[src/spr_pkg.sv]
// spr_pkg: shared types and constants for the split packet reassembler
// used by split_packet_reassembler and spr_store
`default_nettype none

package spr_pkg;

    localparam int unsigned CFG_INDEX_W = 8;

    localparam logic [CFG_INDEX_W-1:0] CFG_SYNC_BYTE     = 8'd0;
    localparam logic [CFG_INDEX_W-1:0] CFG_CHECKSUM_SEED = 8'd1;

    localparam logic [7:0] SYNC_BYTE_RESET     = 8'hD1;
    localparam logic [7:0] CHECKSUM_SEED_RESET = 8'h40;

    typedef enum logic [2:0] {
        MODE_SEARCH   = 3'b001,
        MODE_FULL     = 3'b010,
        MODE_COMPLETE = 3'b100
    } chunk_mode_t;

    typedef struct packed {
        logic stream;
        logic fail;
    } store_cmd_t;

    typedef struct packed {
        logic busy;
        logic full;
    } store_status_t;

endpackage

`default_nettype wire

[src/split_packet_reassembler.sv]
// split_packet_reassembler: top level, chunk tracking, resync and checksum
// depends on spr_pkg and spr_store
//
// Bytes enter on data_byte (in_valid / in_stall); every PACKET_BYTES accepted
// bytes form one chunk, aligned from reset. A chunk starting with the sync
// byte is a full packet; otherwise its head may complete a partial packet
// kept from an earlier chunk, or the chunk is searched for a sync byte whose
// tail is kept as a new partial packet. The checksum is accumulated while
// the bytes arrive, so no pass over the memory is needed at the chunk end.
// Results leave on out_byte / packet_ok / last (out_valid / out_stall).
// A good packet streams all PACKET_BYTES bytes from the packet memory, one
// per cycle while out_stall is low, after the last byte of the chunk; any
// other chunk end gives one item with packet_ok low. Chunk bytes are taken
// one per cycle; while a packet streams, input is held off until the last
// packet byte reaches the output register.
// The last byte of a chunk is also held while the output register is full.
// Registers sync_byte (index 0) and checksum_seed (index 1) are written on
// the cfg channel, ready always high. Reset clears the chunk position, the
// partial packet and the output, and restores the register defaults.
`default_nettype none

module split_packet_reassembler #(
    parameter int unsigned PACKET_BYTES = 29
) (
    input  wire logic                             clk,
    input  wire logic                             rst_n,
    input  wire logic                             in_valid,
    output logic                                  in_stall,
    input  wire logic [7:0]                       data_byte,
    output logic                                  out_valid,
    input  wire logic                             out_stall,
    output logic [7:0]                            out_byte,
    output logic                                  packet_ok,
    output logic                                  last,
    input  wire logic                             cfg_valid,
    output logic                                  cfg_ready,
    input  wire logic [spr_pkg::CFG_INDEX_W-1:0]  cfg_index,
    input  wire logic [7:0]                       cfg_data
);

    localparam int unsigned POS_W = $clog2(PACKET_BYTES);
    localparam logic [POS_W-1:0] LAST_POS = POS_W'(PACKET_BYTES - 1);

    logic [7:0] sync_reg, seed_reg;

    logic [POS_W-1:0]     pos_reg, pos_next;
    spr_pkg::chunk_mode_t mode_reg, mode_next;
    logic                 found_reg, found_next;
    logic [POS_W-1:0]     offset_reg, offset_next;
    logic                 awaiting_reg, awaiting_next;
    logic [POS_W-1:0]     missing_reg, missing_next;
    logic [7:0]           acc_reg, acc_next;
    logic [7:0]           tail_reg, tail_next;
    logic [7:0]           prefix_reg, prefix_next;

    spr_pkg::chunk_mode_t  cur_mode;
    spr_pkg::store_cmd_t   cmd;
    spr_pkg::store_status_t status;

    logic             take;
    logic             is_end;
    logic             wr_en;
    logic [POS_W-1:0] wr_addr;
    logic [POS_W-1:0] missing_m1;
    logic [7:0]       base;
    logic             hit;
    logic             keep;
    logic             pass;

    assign cfg_ready  = 1'b1;
    assign in_stall   = status.busy || ((pos_reg == LAST_POS) && status.full);
    assign take       = in_valid && !in_stall;
    assign is_end     = (pos_reg == LAST_POS);
    assign missing_m1 = missing_reg - POS_W'(1);

    always_ff @(posedge clk or negedge rst_n)
    begin
        if (!rst_n)
        begin
            sync_reg <= spr_pkg::SYNC_BYTE_RESET;
            seed_reg <= spr_pkg::CHECKSUM_SEED_RESET;
        end
        else if (cfg_valid && cfg_ready)
        begin
            case (cfg_index)
                spr_pkg::CFG_SYNC_BYTE:     sync_reg <= cfg_data;
                spr_pkg::CFG_CHECKSUM_SEED: seed_reg <= cfg_data;
                default:                    ;
            endcase
        end
    end

    always_comb
    begin
        if (pos_reg == '0)
        begin
            if (data_byte == sync_reg)
            begin
                cur_mode = spr_pkg::MODE_FULL;
            end
            else if (awaiting_reg && (missing_reg != '0))
            begin
                cur_mode = spr_pkg::MODE_COMPLETE;
            end
            else
            begin
                cur_mode = spr_pkg::MODE_SEARCH;
            end
        end
        else
        begin
            cur_mode = mode_reg;
        end
    end

    always_comb
    begin
        pos_next      = pos_reg;
        mode_next     = mode_reg;
        found_next    = found_reg;
        offset_next   = offset_reg;
        awaiting_next = awaiting_reg;
        missing_next  = missing_reg;
        acc_next      = acc_reg;
        tail_next     = tail_reg;
        prefix_next   = prefix_reg;
        wr_en         = 1'b0;
        wr_addr       = pos_reg;
        cmd           = '0;
        base          = (pos_reg == '0) ? prefix_reg : acc_reg;
        hit           = 1'b0;
        keep          = 1'b0;
        pass          = 1'b0;

        if (take)
        begin
            mode_next = cur_mode;
            pos_next  = is_end ? '0 : pos_reg + POS_W'(1);

            case (cur_mode)
                spr_pkg::MODE_FULL:
                begin
                    wr_en    = 1'b1;
                    wr_addr  = pos_reg;
                    acc_next = ((pos_reg == '0) ? 8'd0 : acc_reg) + data_byte;
                    if (is_end)
                    begin
                        pass          = ((seed_reg - acc_reg) == data_byte);
                        awaiting_next = 1'b0;
                    end
                end
                spr_pkg::MODE_COMPLETE:
                begin
                    if (pos_reg < missing_reg)
                    begin
                        wr_en   = 1'b1;
                        wr_addr = pos_reg + LAST_POS - missing_m1;
                    end
                    if (pos_reg < missing_m1)
                    begin
                        acc_next = base + data_byte;
                    end
                    else if (pos_reg == missing_m1)
                    begin
                        acc_next  = base;
                        tail_next = data_byte;
                    end
                    if (is_end)
                    begin
                        pass = ((seed_reg - acc_reg) == tail_reg);
                        if (pass)
                        begin
                            awaiting_next = 1'b0;
                        end
                        missing_next = '0;
                    end
                end
                default:
                begin
                    hit  = (pos_reg != '0) && !found_reg && (data_byte == sync_reg);
                    keep = ((pos_reg != '0) && found_reg) || hit;
                    found_next = keep;
                    if (hit)
                    begin
                        offset_next = pos_reg;
                        acc_next    = data_byte;
                    end
                    else
                    begin
                        acc_next = acc_reg + data_byte;
                    end
                    if (keep)
                    begin
                        wr_en   = 1'b1;
                        wr_addr = hit ? '0 : pos_reg - offset_reg;
                    end
                    if (is_end && keep)
                    begin
                        missing_next  = hit ? pos_reg : offset_reg;
                        awaiting_next = 1'b1;
                        prefix_next   = acc_next;
                    end
                end
            endcase

            if (is_end)
            begin
                cmd.stream = pass;
                cmd.fail   = !pass;
            end
        end
    end

    always_ff @(posedge clk or negedge rst_n)
    begin
        if (!rst_n)
        begin
            pos_reg      <= '0;
            mode_reg     <= spr_pkg::MODE_SEARCH;
            found_reg    <= 1'b0;
            offset_reg   <= '0;
            awaiting_reg <= 1'b0;
            missing_reg  <= '0;
        end
        else
        begin
            pos_reg      <= pos_next;
            mode_reg     <= mode_next;
            found_reg    <= found_next;
            offset_reg   <= offset_next;
            awaiting_reg <= awaiting_next;
            missing_reg  <= missing_next;
        end
    end

    always_ff @(posedge clk)
    begin
        acc_reg    <= acc_next;
        tail_reg   <= tail_next;
        prefix_reg <= prefix_next;
    end

    spr_store #(
        .DEPTH  (PACKET_BYTES),
        .ADDR_W (POS_W)
    ) u_store (
        .clk       (clk),
        .rst_n     (rst_n),
        .wr_en     (wr_en),
        .wr_addr   (wr_addr),
        .wr_data   (data_byte),
        .cmd       (cmd),
        .status    (status),
        .out_valid (out_valid),
        .out_stall (out_stall),
        .out_byte  (out_byte),
        .packet_ok (packet_ok),
        .last      (last)
    );

endmodule

`default_nettype wire

[src/spr_store.sv]
// spr_store: packet byte memory, read sequencer and result output register
// depends on spr_pkg
`default_nettype none

module spr_store #(
    parameter int unsigned DEPTH = 29,
    parameter int unsigned ADDR_W = 5
) (
    input  wire logic                 clk,
    input  wire logic                 rst_n,
    input  wire logic                 wr_en,
    input  wire logic [ADDR_W-1:0]    wr_addr,
    input  wire logic [7:0]           wr_data,
    input  wire spr_pkg::store_cmd_t  cmd,
    output spr_pkg::store_status_t    status,
    output logic                      out_valid,
    input  wire logic                 out_stall,
    output logic [7:0]                out_byte,
    output logic                      packet_ok,
    output logic                      last
);

    localparam logic [ADDR_W-1:0] LAST_ADDR = ADDR_W'(DEPTH - 1);

    logic [7:0] ram [DEPTH];

    logic              active_reg, active_next;
    logic [ADDR_W-1:0] rd_addr_reg, rd_addr_next;
    logic              pend_reg, pend_next;
    logic              pend_last_reg, pend_last_next;
    logic [7:0]        rd_data_reg;
    logic              out_valid_reg, out_valid_next;
    logic [7:0]        out_byte_reg, out_byte_next;
    logic              packet_ok_reg, packet_ok_next;
    logic              last_reg, last_next;

    logic move;
    logic issue;

    assign move  = pend_reg && (!out_valid_reg || !out_stall);
    assign issue = active_reg && (!pend_reg || move);

    always_ff @(posedge clk)
    begin
        if (wr_en)
        begin
            ram[wr_addr] <= wr_data;
        end
        if (issue)
        begin
            rd_data_reg <= ram[rd_addr_reg];
        end
    end

    always_comb
    begin
        active_next    = active_reg;
        rd_addr_next   = rd_addr_reg;
        pend_next      = pend_reg;
        pend_last_next = pend_last_reg;
        out_valid_next = out_valid_reg;
        out_byte_next  = out_byte_reg;
        packet_ok_next = packet_ok_reg;
        last_next      = last_reg;

        if (out_valid_reg && !out_stall)
        begin
            out_valid_next = 1'b0;
        end

        if (move)
        begin
            out_valid_next = 1'b1;
            out_byte_next  = rd_data_reg;
            packet_ok_next = 1'b1;
            last_next      = pend_last_reg;
            pend_next      = 1'b0;
        end
        else if (cmd.fail)
        begin
            out_valid_next = 1'b1;
            out_byte_next  = 8'd0;
            packet_ok_next = 1'b0;
            last_next      = 1'b1;
        end

        if (issue)
        begin
            pend_next      = 1'b1;
            pend_last_next = (rd_addr_reg == LAST_ADDR);
            rd_addr_next   = rd_addr_reg + ADDR_W'(1);
            if (rd_addr_reg == LAST_ADDR)
            begin
                active_next = 1'b0;
            end
        end

        if (cmd.stream)
        begin
            active_next  = 1'b1;
            rd_addr_next = '0;
        end
    end

    always_ff @(posedge clk or negedge rst_n)
    begin
        if (!rst_n)
        begin
            active_reg    <= 1'b0;
            rd_addr_reg   <= '0;
            pend_reg      <= 1'b0;
            pend_last_reg <= 1'b0;
            out_valid_reg <= 1'b0;
        end
        else
        begin
            active_reg    <= active_next;
            rd_addr_reg   <= rd_addr_next;
            pend_reg      <= pend_next;
            pend_last_reg <= pend_last_next;
            out_valid_reg <= out_valid_next;
        end
    end

    always_ff @(posedge clk)
    begin
        out_byte_reg  <= out_byte_next;
        packet_ok_reg <= packet_ok_next;
        last_reg      <= last_next;
    end

    assign status.busy = active_reg || pend_reg;
    assign status.full = out_valid_reg;
    assign out_valid   = out_valid_reg;
    assign out_byte    = out_byte_reg;
    assign packet_ok   = packet_ok_reg;
    assign last        = last_reg;

endmodule

`default_nettype wire

[config.mk]
export PLATFORM = sky130hd
export DESIGN_NAME = split_packet_reassembler
export DESIGN_NICKNAME = d
export VERILOG_FILES = /design/src/spr_pkg.sv /design/src/split_packet_reassembler.sv /design/src/spr_store.sv
export SDC_FILE = /design/constraint.sdc
export NUM_CORES = 1
export LEC_CHECK = 0
export BUFFER_PORTS_ARGS = -buffer_cell sky130_fd_sc_hd__buf_2
export CORE_ASPECT_RATIO = 0.6
export CORE_MARGIN = 10
export CORE_UTILIZATION = 50
export DETAILED_ROUTE_END_ITERATION = 10
export PLACE_DENSITY_LB_ADDON = 0.05
export SKIP_CTS_REPAIR_TIMING = 1
export SLEW_MARGIN = 20
export SYNTH_ARGS = -nofsm -noshare
export SYNTH_HDL_FRONTEND = slang
export SYNTH_SLANG_ARGS = --single-unit
[constraint.sdc]
create_clock -name clk -period 4.2 [get_ports clk]
set_clock_uncertainty 0.15 [all_clocks]
set_input_delay 0.42 -clock clk [delete_from_list [all_inputs] [get_ports clk]]
set_output_delay 0.42 -clock clk [all_outputs]
set_load 0.02 [all_outputs]
# Word level (Yosys, flattened, before mapping)
# Memory sizes are Yosys's and may differ from the RTL's. A register that Yosys moved wholly into a read port is not among the register bits.
# Cells that the tools add are included.
word_totals:
  register_bits: 79
  ramBits: 232
  input_bits: 29
  out_inout_bits: 13
  wordCells: 140
  mem_count: 1
memory_table:
  columns: ["name", "depth", "word_bits", "rd", "rd_clocked_by_memory_dff", "write_ports", "line", "rtl"]
  rows:
  - ["u_store.ram", 29, 8, 1, 1, 1, "spr_store.sv:25", "logic [7:0] ram [DEPTH];"]
classes:
  addsub: 10
  n_lt_le_gt_ge: 2
  n_eq_ne: 13
  mux: 50
  bitwise: 3
  reduce_logical: 42
op_table:
  columns: ["cell", "n"]
  rows:
  - ["$mux W8", 7]
  - ["$mux W5", 10]
  - ["$add A8 B8 Y8", 3]
  - ["$eq A8 B8 Y1", 3]
  - ["$mux W1", 22]
  - ["$pmux W5 S2", 2]
  - ["$pmux W8 S2", 1]
  - ["$add A5 B1 Y5 const B", 2]
  - ["$eq A5 B5 Y1 const B", 2]
  - ["$logic_and A1 B1 Y1", 10]
  - ["$lt A5 B5 Y1", 2]
  - ["$reduce_and A2 Y1", 5]
  - ["$reduce_bool A2 Y1", 5]
  - ["$reduce_bool A5 Y1", 2]
  - ["$sub A5 B5 Y5", 2]
  - ["$mux W3", 3]
  - ["$eq A8 B1 Y1 const B", 1]
  - ["$logic_not A8 Y1", 1]
  - ["$reduce_and A4 Y1", 2]
  - ["$sub A8 B8 Y8", 1]
  - ["$logic_not A1 Y1", 6]
  - ["$ne A2 B2 Y1 const B", 3]
  - ["$pmux W1 S2", 3]
  - ["$reduce_bool A3 Y1", 2]
  - ["13 further kinds", 20]

# Depth between registers and ports, before layout
logic_depth:
  depth_word: 13
  mapped_depth: 17
  mapped_depth_nobuf: 16

# Cells and area by module
# A second synthesis with hierarchy kept.
unflattened:
  cells_unflattened: 1106
  hier_area_um2: 15632.5
modules_own_cells:
  columns: ["mod", "instances", "cells_each", "area_per_inst_um2", "seq_area_each_um2"]
  rows:
  - ["spr_store", 1, 533, 10254.8, 7722.4]
  - ["split_packet_reassembler", 1, 573, 5377.7, 1629.1]

# Worst setup path before layout
# Ideal clock, no wire load.
synth_path:
  path_kind: "register to register"
  start: "register pos_reg[0]"
  end: "register acc_reg[7], data pin"
  arrival_ns: 3.425
  required_ns: 3.783
  setup_slack_ns: 0.358
  stages_incl_launch_ff: 17
  n_path_buf: 2
  period_less_slack_ns: 3.842
  cell_sequence: "dfrtp_1 inv_1 ha_1 nor4b_1 buf_2 buf_1 a21oi_1 inv_1 ha_1 a21o_1 a21oi_1 o21bai_1 a2111oi_0 nor3_1 nor3b_1 xnor2_1 o22ai_1"
synth_via:
  elab_chain_len: 5
  word_cells_on_any_way: 16
  classes_between: "2 x add/sub; 1 x order compare; 2 x eq/ne; 7 x mux; 4 x reduce/logical"
synth_lines:
  columns: ["item", "line", "rtl"]
  rows:
  - ["from (decl)", "split_packet_reassembler.sv:46", "logic [POS_W-1:0] pos_reg, pos_next;"]
  - ["from (signal assigned)", "split_packet_reassembler.sv:227", "pos_reg <= pos_next;"]
  - ["$logic_not A5 Y1 or $reduce_bool A5 Y1 (tied branches)", null, null]
  - ["$mux W8 or $logic_and A1 B1 Y1 (tied branches)", "split_packet_reassembler.sv:130, split_packet_reassembler.sv:180", null]
  - ["$add A8 B8 Y8 (tied with other cells)", "split_packet_reassembler.sv:161", "acc_next = base + data_byte;"]
  - ["$mux W8 (on tied branches)", "split_packet_reassembler.sv:159, split_packet_reassembler.sv:183", null]
  - ["$pmux W8 S2 (*)", "split_packet_reassembler.sv:140", "case (cur_mode)"]
  - ["to (signal assigned)", "split_packet_reassembler.sv:238", "acc_reg <= acc_next;"]
  - ["to (decl)", "split_packet_reassembler.sv:52", "logic [7:0] acc_reg, acc_next;"]
# Mark *: on every way between the ends. The rest lies on a longest branch, timed or not. The select of a mux whose other input is x is not followed.
# A chain may end at the register's enable or synchronous reset.

# Worst setup path after layout
layout_path:
  start: "register pos_reg[0]"
  end: "memory u_store.ram[25][2] (enable)"
layout_via:
  elab_chain_len: 9
  word_cells_on_any_way: 29
  classes_between: "3 x add/sub; 1 x order compare; 3 x eq/ne; 12 x mux; 10 x reduce/logical"
layout_lines:
  columns: ["item", "line"]
  rows:
  - ["parallel branches: the longest is 9 deep, another holds $add A5 B5 Y5", null]
  - ["to (decl)", "spr_store.sv:25"]
# Several ways; the timed one is not identified.

==> flow_metrics.env <==
export IMPL_status="completed"
export IMPL_area_growth_pct=14.8
export IMPL_fin_nets=1214
export IMPL_leakagePower_nw=6.28
export IMPL_yosysTopAreaCell="edfxtp_1"
export IMPL_htreeDepth=1
export IMPL_fill_cells=2354
export IMPL_slew_headroom=0.399
export IMPL_cts_tree="done"
export IMPL_globalRouteOverflowTotal=0
export IMPL_io_buffers=40
export IMPL_synthCells=995
export IMPL_cts_reportedPaths_clkPinSlew_ns=0.07
export IMPL_gp_congestion=0.940
export IMPL_r2r_start="pos_reg[0]"
export IMPL_start_util=0.506
export IMPL_insertion_delay_ns=0.58
export IMPL_hold_class="in2async"
export IMPL_path_cells="inv_1 -> ha_1 -> or4b_1 -> buf_4 -> o31ai_4 -> nor2_1 -> o21ai_1 -> buf_4 -> a221oi_2 -> buf_4 -> or3_1 -> nor2_1 -> buf_4"
export IMPL_ys_ff_latch=319
export IMPL_clock_sinks=319
export IMPL_die_height_um=155
export IMPL_top_register="u_store.ram"
export IMPL_critical_path_class="reg2reg"
export IMPL_synth_cell_type_count=72
export IMPL_cts_root_buf="clkbuf_16"
export IMPL_grt_pass1_vias=9060
export IMPL_io_pin_count=42
export IMPL_cp_data_required_time_ns=4.32
export IMPL_fin_tns_setup_ns=0
export IMPL_synth_top_area_frac=0.543
export IMPL_wl_per_cell_um=25.2
export IMPL_maxCapViolCount=0
export IMPL_fin_crit_sh=0.941
export IMPL_dr_pass1_iters=6
export IMPL_clockBufferDepth=3
export IMPL_drive_gt1_frac=0.254
export IMPL_hold_ws_ns=0.171
export IMPL_setup_viol=0
export IMPL_cp_common_cell="buf_4"
export IMPL_antenna_left=0
export IMPL_grt_max_degree=60
export IMPL_hold_violations=0
export IMPL_rsz0062_at_grt="false"
export IMPL_regArea_sq_um=9360
export IMPL_vias=9125
export IMPL_final_area_sq_um=17300
export IMPL_synthFlopType="edfxtp_1"
export IMPL_grt_total_usage=0.210
export IMPL_maxSlewViolCount=0
export IMPL_slowest_delay_ns=0.49
export IMPL_fmax_mhz=253
export IMPL_syn_nets=1084
export IMPL_r2r_slack_ns=0.25
export IMPL_core_area_sq_um=29900
export IMPL_drc_errors=0
export IMPL_netlist_area_sq_um=15100
export IMPL_synth_edf_count=273
export IMPL_power_density_nw_per_um2=514
export IMPL_cp_start_kind="flip-flop"
export IMPL_synthArstFlopShare=0.141
export IMPL_avgViaCountPerCell=5.86
export IMPL_dieArea_sq_um=37800
export IMPL_postSynthAreaPerCell_sq_um=15.2
export IMPL_grt_pass1_wl_mm=59.3
export IMPL_multi_input_area_sq_um=5430
export IMPL_floorplan_rows=49
export IMPL_placed_cell_area_sq_um=16300
export IMPL_largest_reg_flops=232
export IMPL_yosysWarnings=0
export IMPL_worstPathArrival_ns=4.07
export IMPL_endpoint_kind="flip-flop"
export IMPL_synth_area_top_cells="edfxtp_1 (54%), mux4_2 (11%), dfrtp_1 (6.5%), ha_1 (4.4%), xnor2_1 (2.3%)"
export IMPL_r2r_end="u_store.ram[25][2]"
export IMPL_worstMarginPinSlew_ns=0.894
export IMPL_total_power_w=0.00890
export IMPL_slowest_stage="or4b_1"
export IMPL_irDropWorstVdd_uv=286
export IMPL_reg2reg_depth=13
export IMPL_drt_iter0_drc=1125
export IMPL_die_width_um=244
export IMPL_yosysSeqAreaShare=0.619
export IMPL_path_max_fanout=8
export IMPL_dp_hpwl_mm=27.8
export IMPL_wl_mm=39.2
export IMPL_fin_crit_ns=3.95
export IMPL_antenna_found_initial=3
export IMPL_diodes=0
export IMPL_cts_buffers=30
[cells in the mapped netlist, types with 3 or more instances]
cell	count
or3_1	4
mux2_2	29
dfstp_2	6
inv_1	47
nand4_1	9
nand2b_1	7
and4_1	3
clkbuf_1	22
edfxtp_1	273
a31oi_1	4
o21a_1	3
o22ai_1	3
o21ai_0	30
o31ai_1	7
o21ai_1	5
nor2_1	82
nor3_1	14
xnor2_1	39
nor2b_1	8
xor2_1	17
a21o_1	20
ha_1	53
fa_1	7
mux2i_1	6
buf_2	4
nor3b_1	5
a221o_1	4
and3_1	5
buf_1	4
a211oi_1	3
a22oi_1	3
nor4b_1	3
a21oi_1	36
nand2_1	43
and2_1	13
a221oi_1	4
o211ai_1	3
mux4_2	72
nand3_1	13
dfrtp_1	39
[worst max path at each step]
stage,startpoint,to,depth (start not counted)
6_report,pos_reg[0],u_store.ram[25][2],13
5_1_grt,pos_reg[0],acc_reg[7],15
4_1_cts,pos_reg[0],u_store.ram[15][6],11
3_5_place_dp,pos_reg[0],u_store.ram[15][0],11
3_3_place_gp,pos_reg[0],acc_reg[7],15
2_1_floorplan,pos_reg[0],acc_reg[7],16
[layer usage]
metal | part of all wire | track usage
met5 | 0 | 0
met4 | 0.012 | 0.0324
met3 | 0.12 | 0.0691
met2 | 0.37 | 0.259
met1 | 0.49 | 0.345
[critical path: cells and delay by family (launching register included)]
kind	cells	cell delay [ns]
AO/OA/AOI/OAI	3	0.68
adder cells (fa/ha/maj)	1	0.28
buffers and inverters	5	0.88
flip-flops	1	0.43
AND/OR/NAND/NOR	4	1.21
[cell families (layout without fill, tap and decap cells)]
logic type / Yosys count / after routing / share of synthesized area
buf+inv: 81 / 235 / 0.0220
flops: 319 / 319 / 0.619
mux: 107 / 107 / 0.133
other cells: 1 / 1 / 0.000248
compound gates: 144 / 144 / 0.0630
simple gates: 225 / 225 / 0.0736
xor+xnor: 58 / 58 / 0.0356
fa+ha+maj: 60 / 60 / 0.0532
[where the power goes]
group | switching, W | internal [W] | leakage, nW
clock | 0.00119 | 0.00138 | 0.442
sequential | 0.000127 | 0.00362 | 3.02
combinational | 0.00151 | 0.00108 | 2.82
total | 0.00283 | 0.00607 | 6.28
[cell usage in the layout, fill, tap and decap left out, types with 14 or more instances in the layout]
cell	synthesis	final
a21o_1	20	20
a21oi_1	36	36
buf_2	4	40
buf_4	2	80
clkbuf_16	0	30
dfrtp_1	39	36
edfxtp_1	273	273
ha_1	53	53
inv_1	47	47
mux2_2	29	29
mux4_2	72	72
nand2_1	43	43
nor2_1	82	81
nor3_1	14	14
o21ai_0	30	30
xnor2_1	39	39
xor2_1	17	17
[cell type report]
type,count,area share
tap,408,0.0295
inverter,47,0.0102
timing repair buffer,132,0.0543
clock buffer,35,0.0444
sequential,319,0.540
multi-input combinational,595,0.313
clock inverter,21,0.00852
[metrics by stage]
step           worst slack, ns   util  std cells
3_5_place_dp             0.296  0.546       1491
4_1_cts                  0.223  0.577       1547
3_3_place_gp             0.392  0.546       1491
2_1_floorplan            0.358      -        995
5_1_grt                 0.0547  0.580       1557
6_report                 0.250  0.580       1557
No activity file was read; power rests on OpenSTA's default activity.
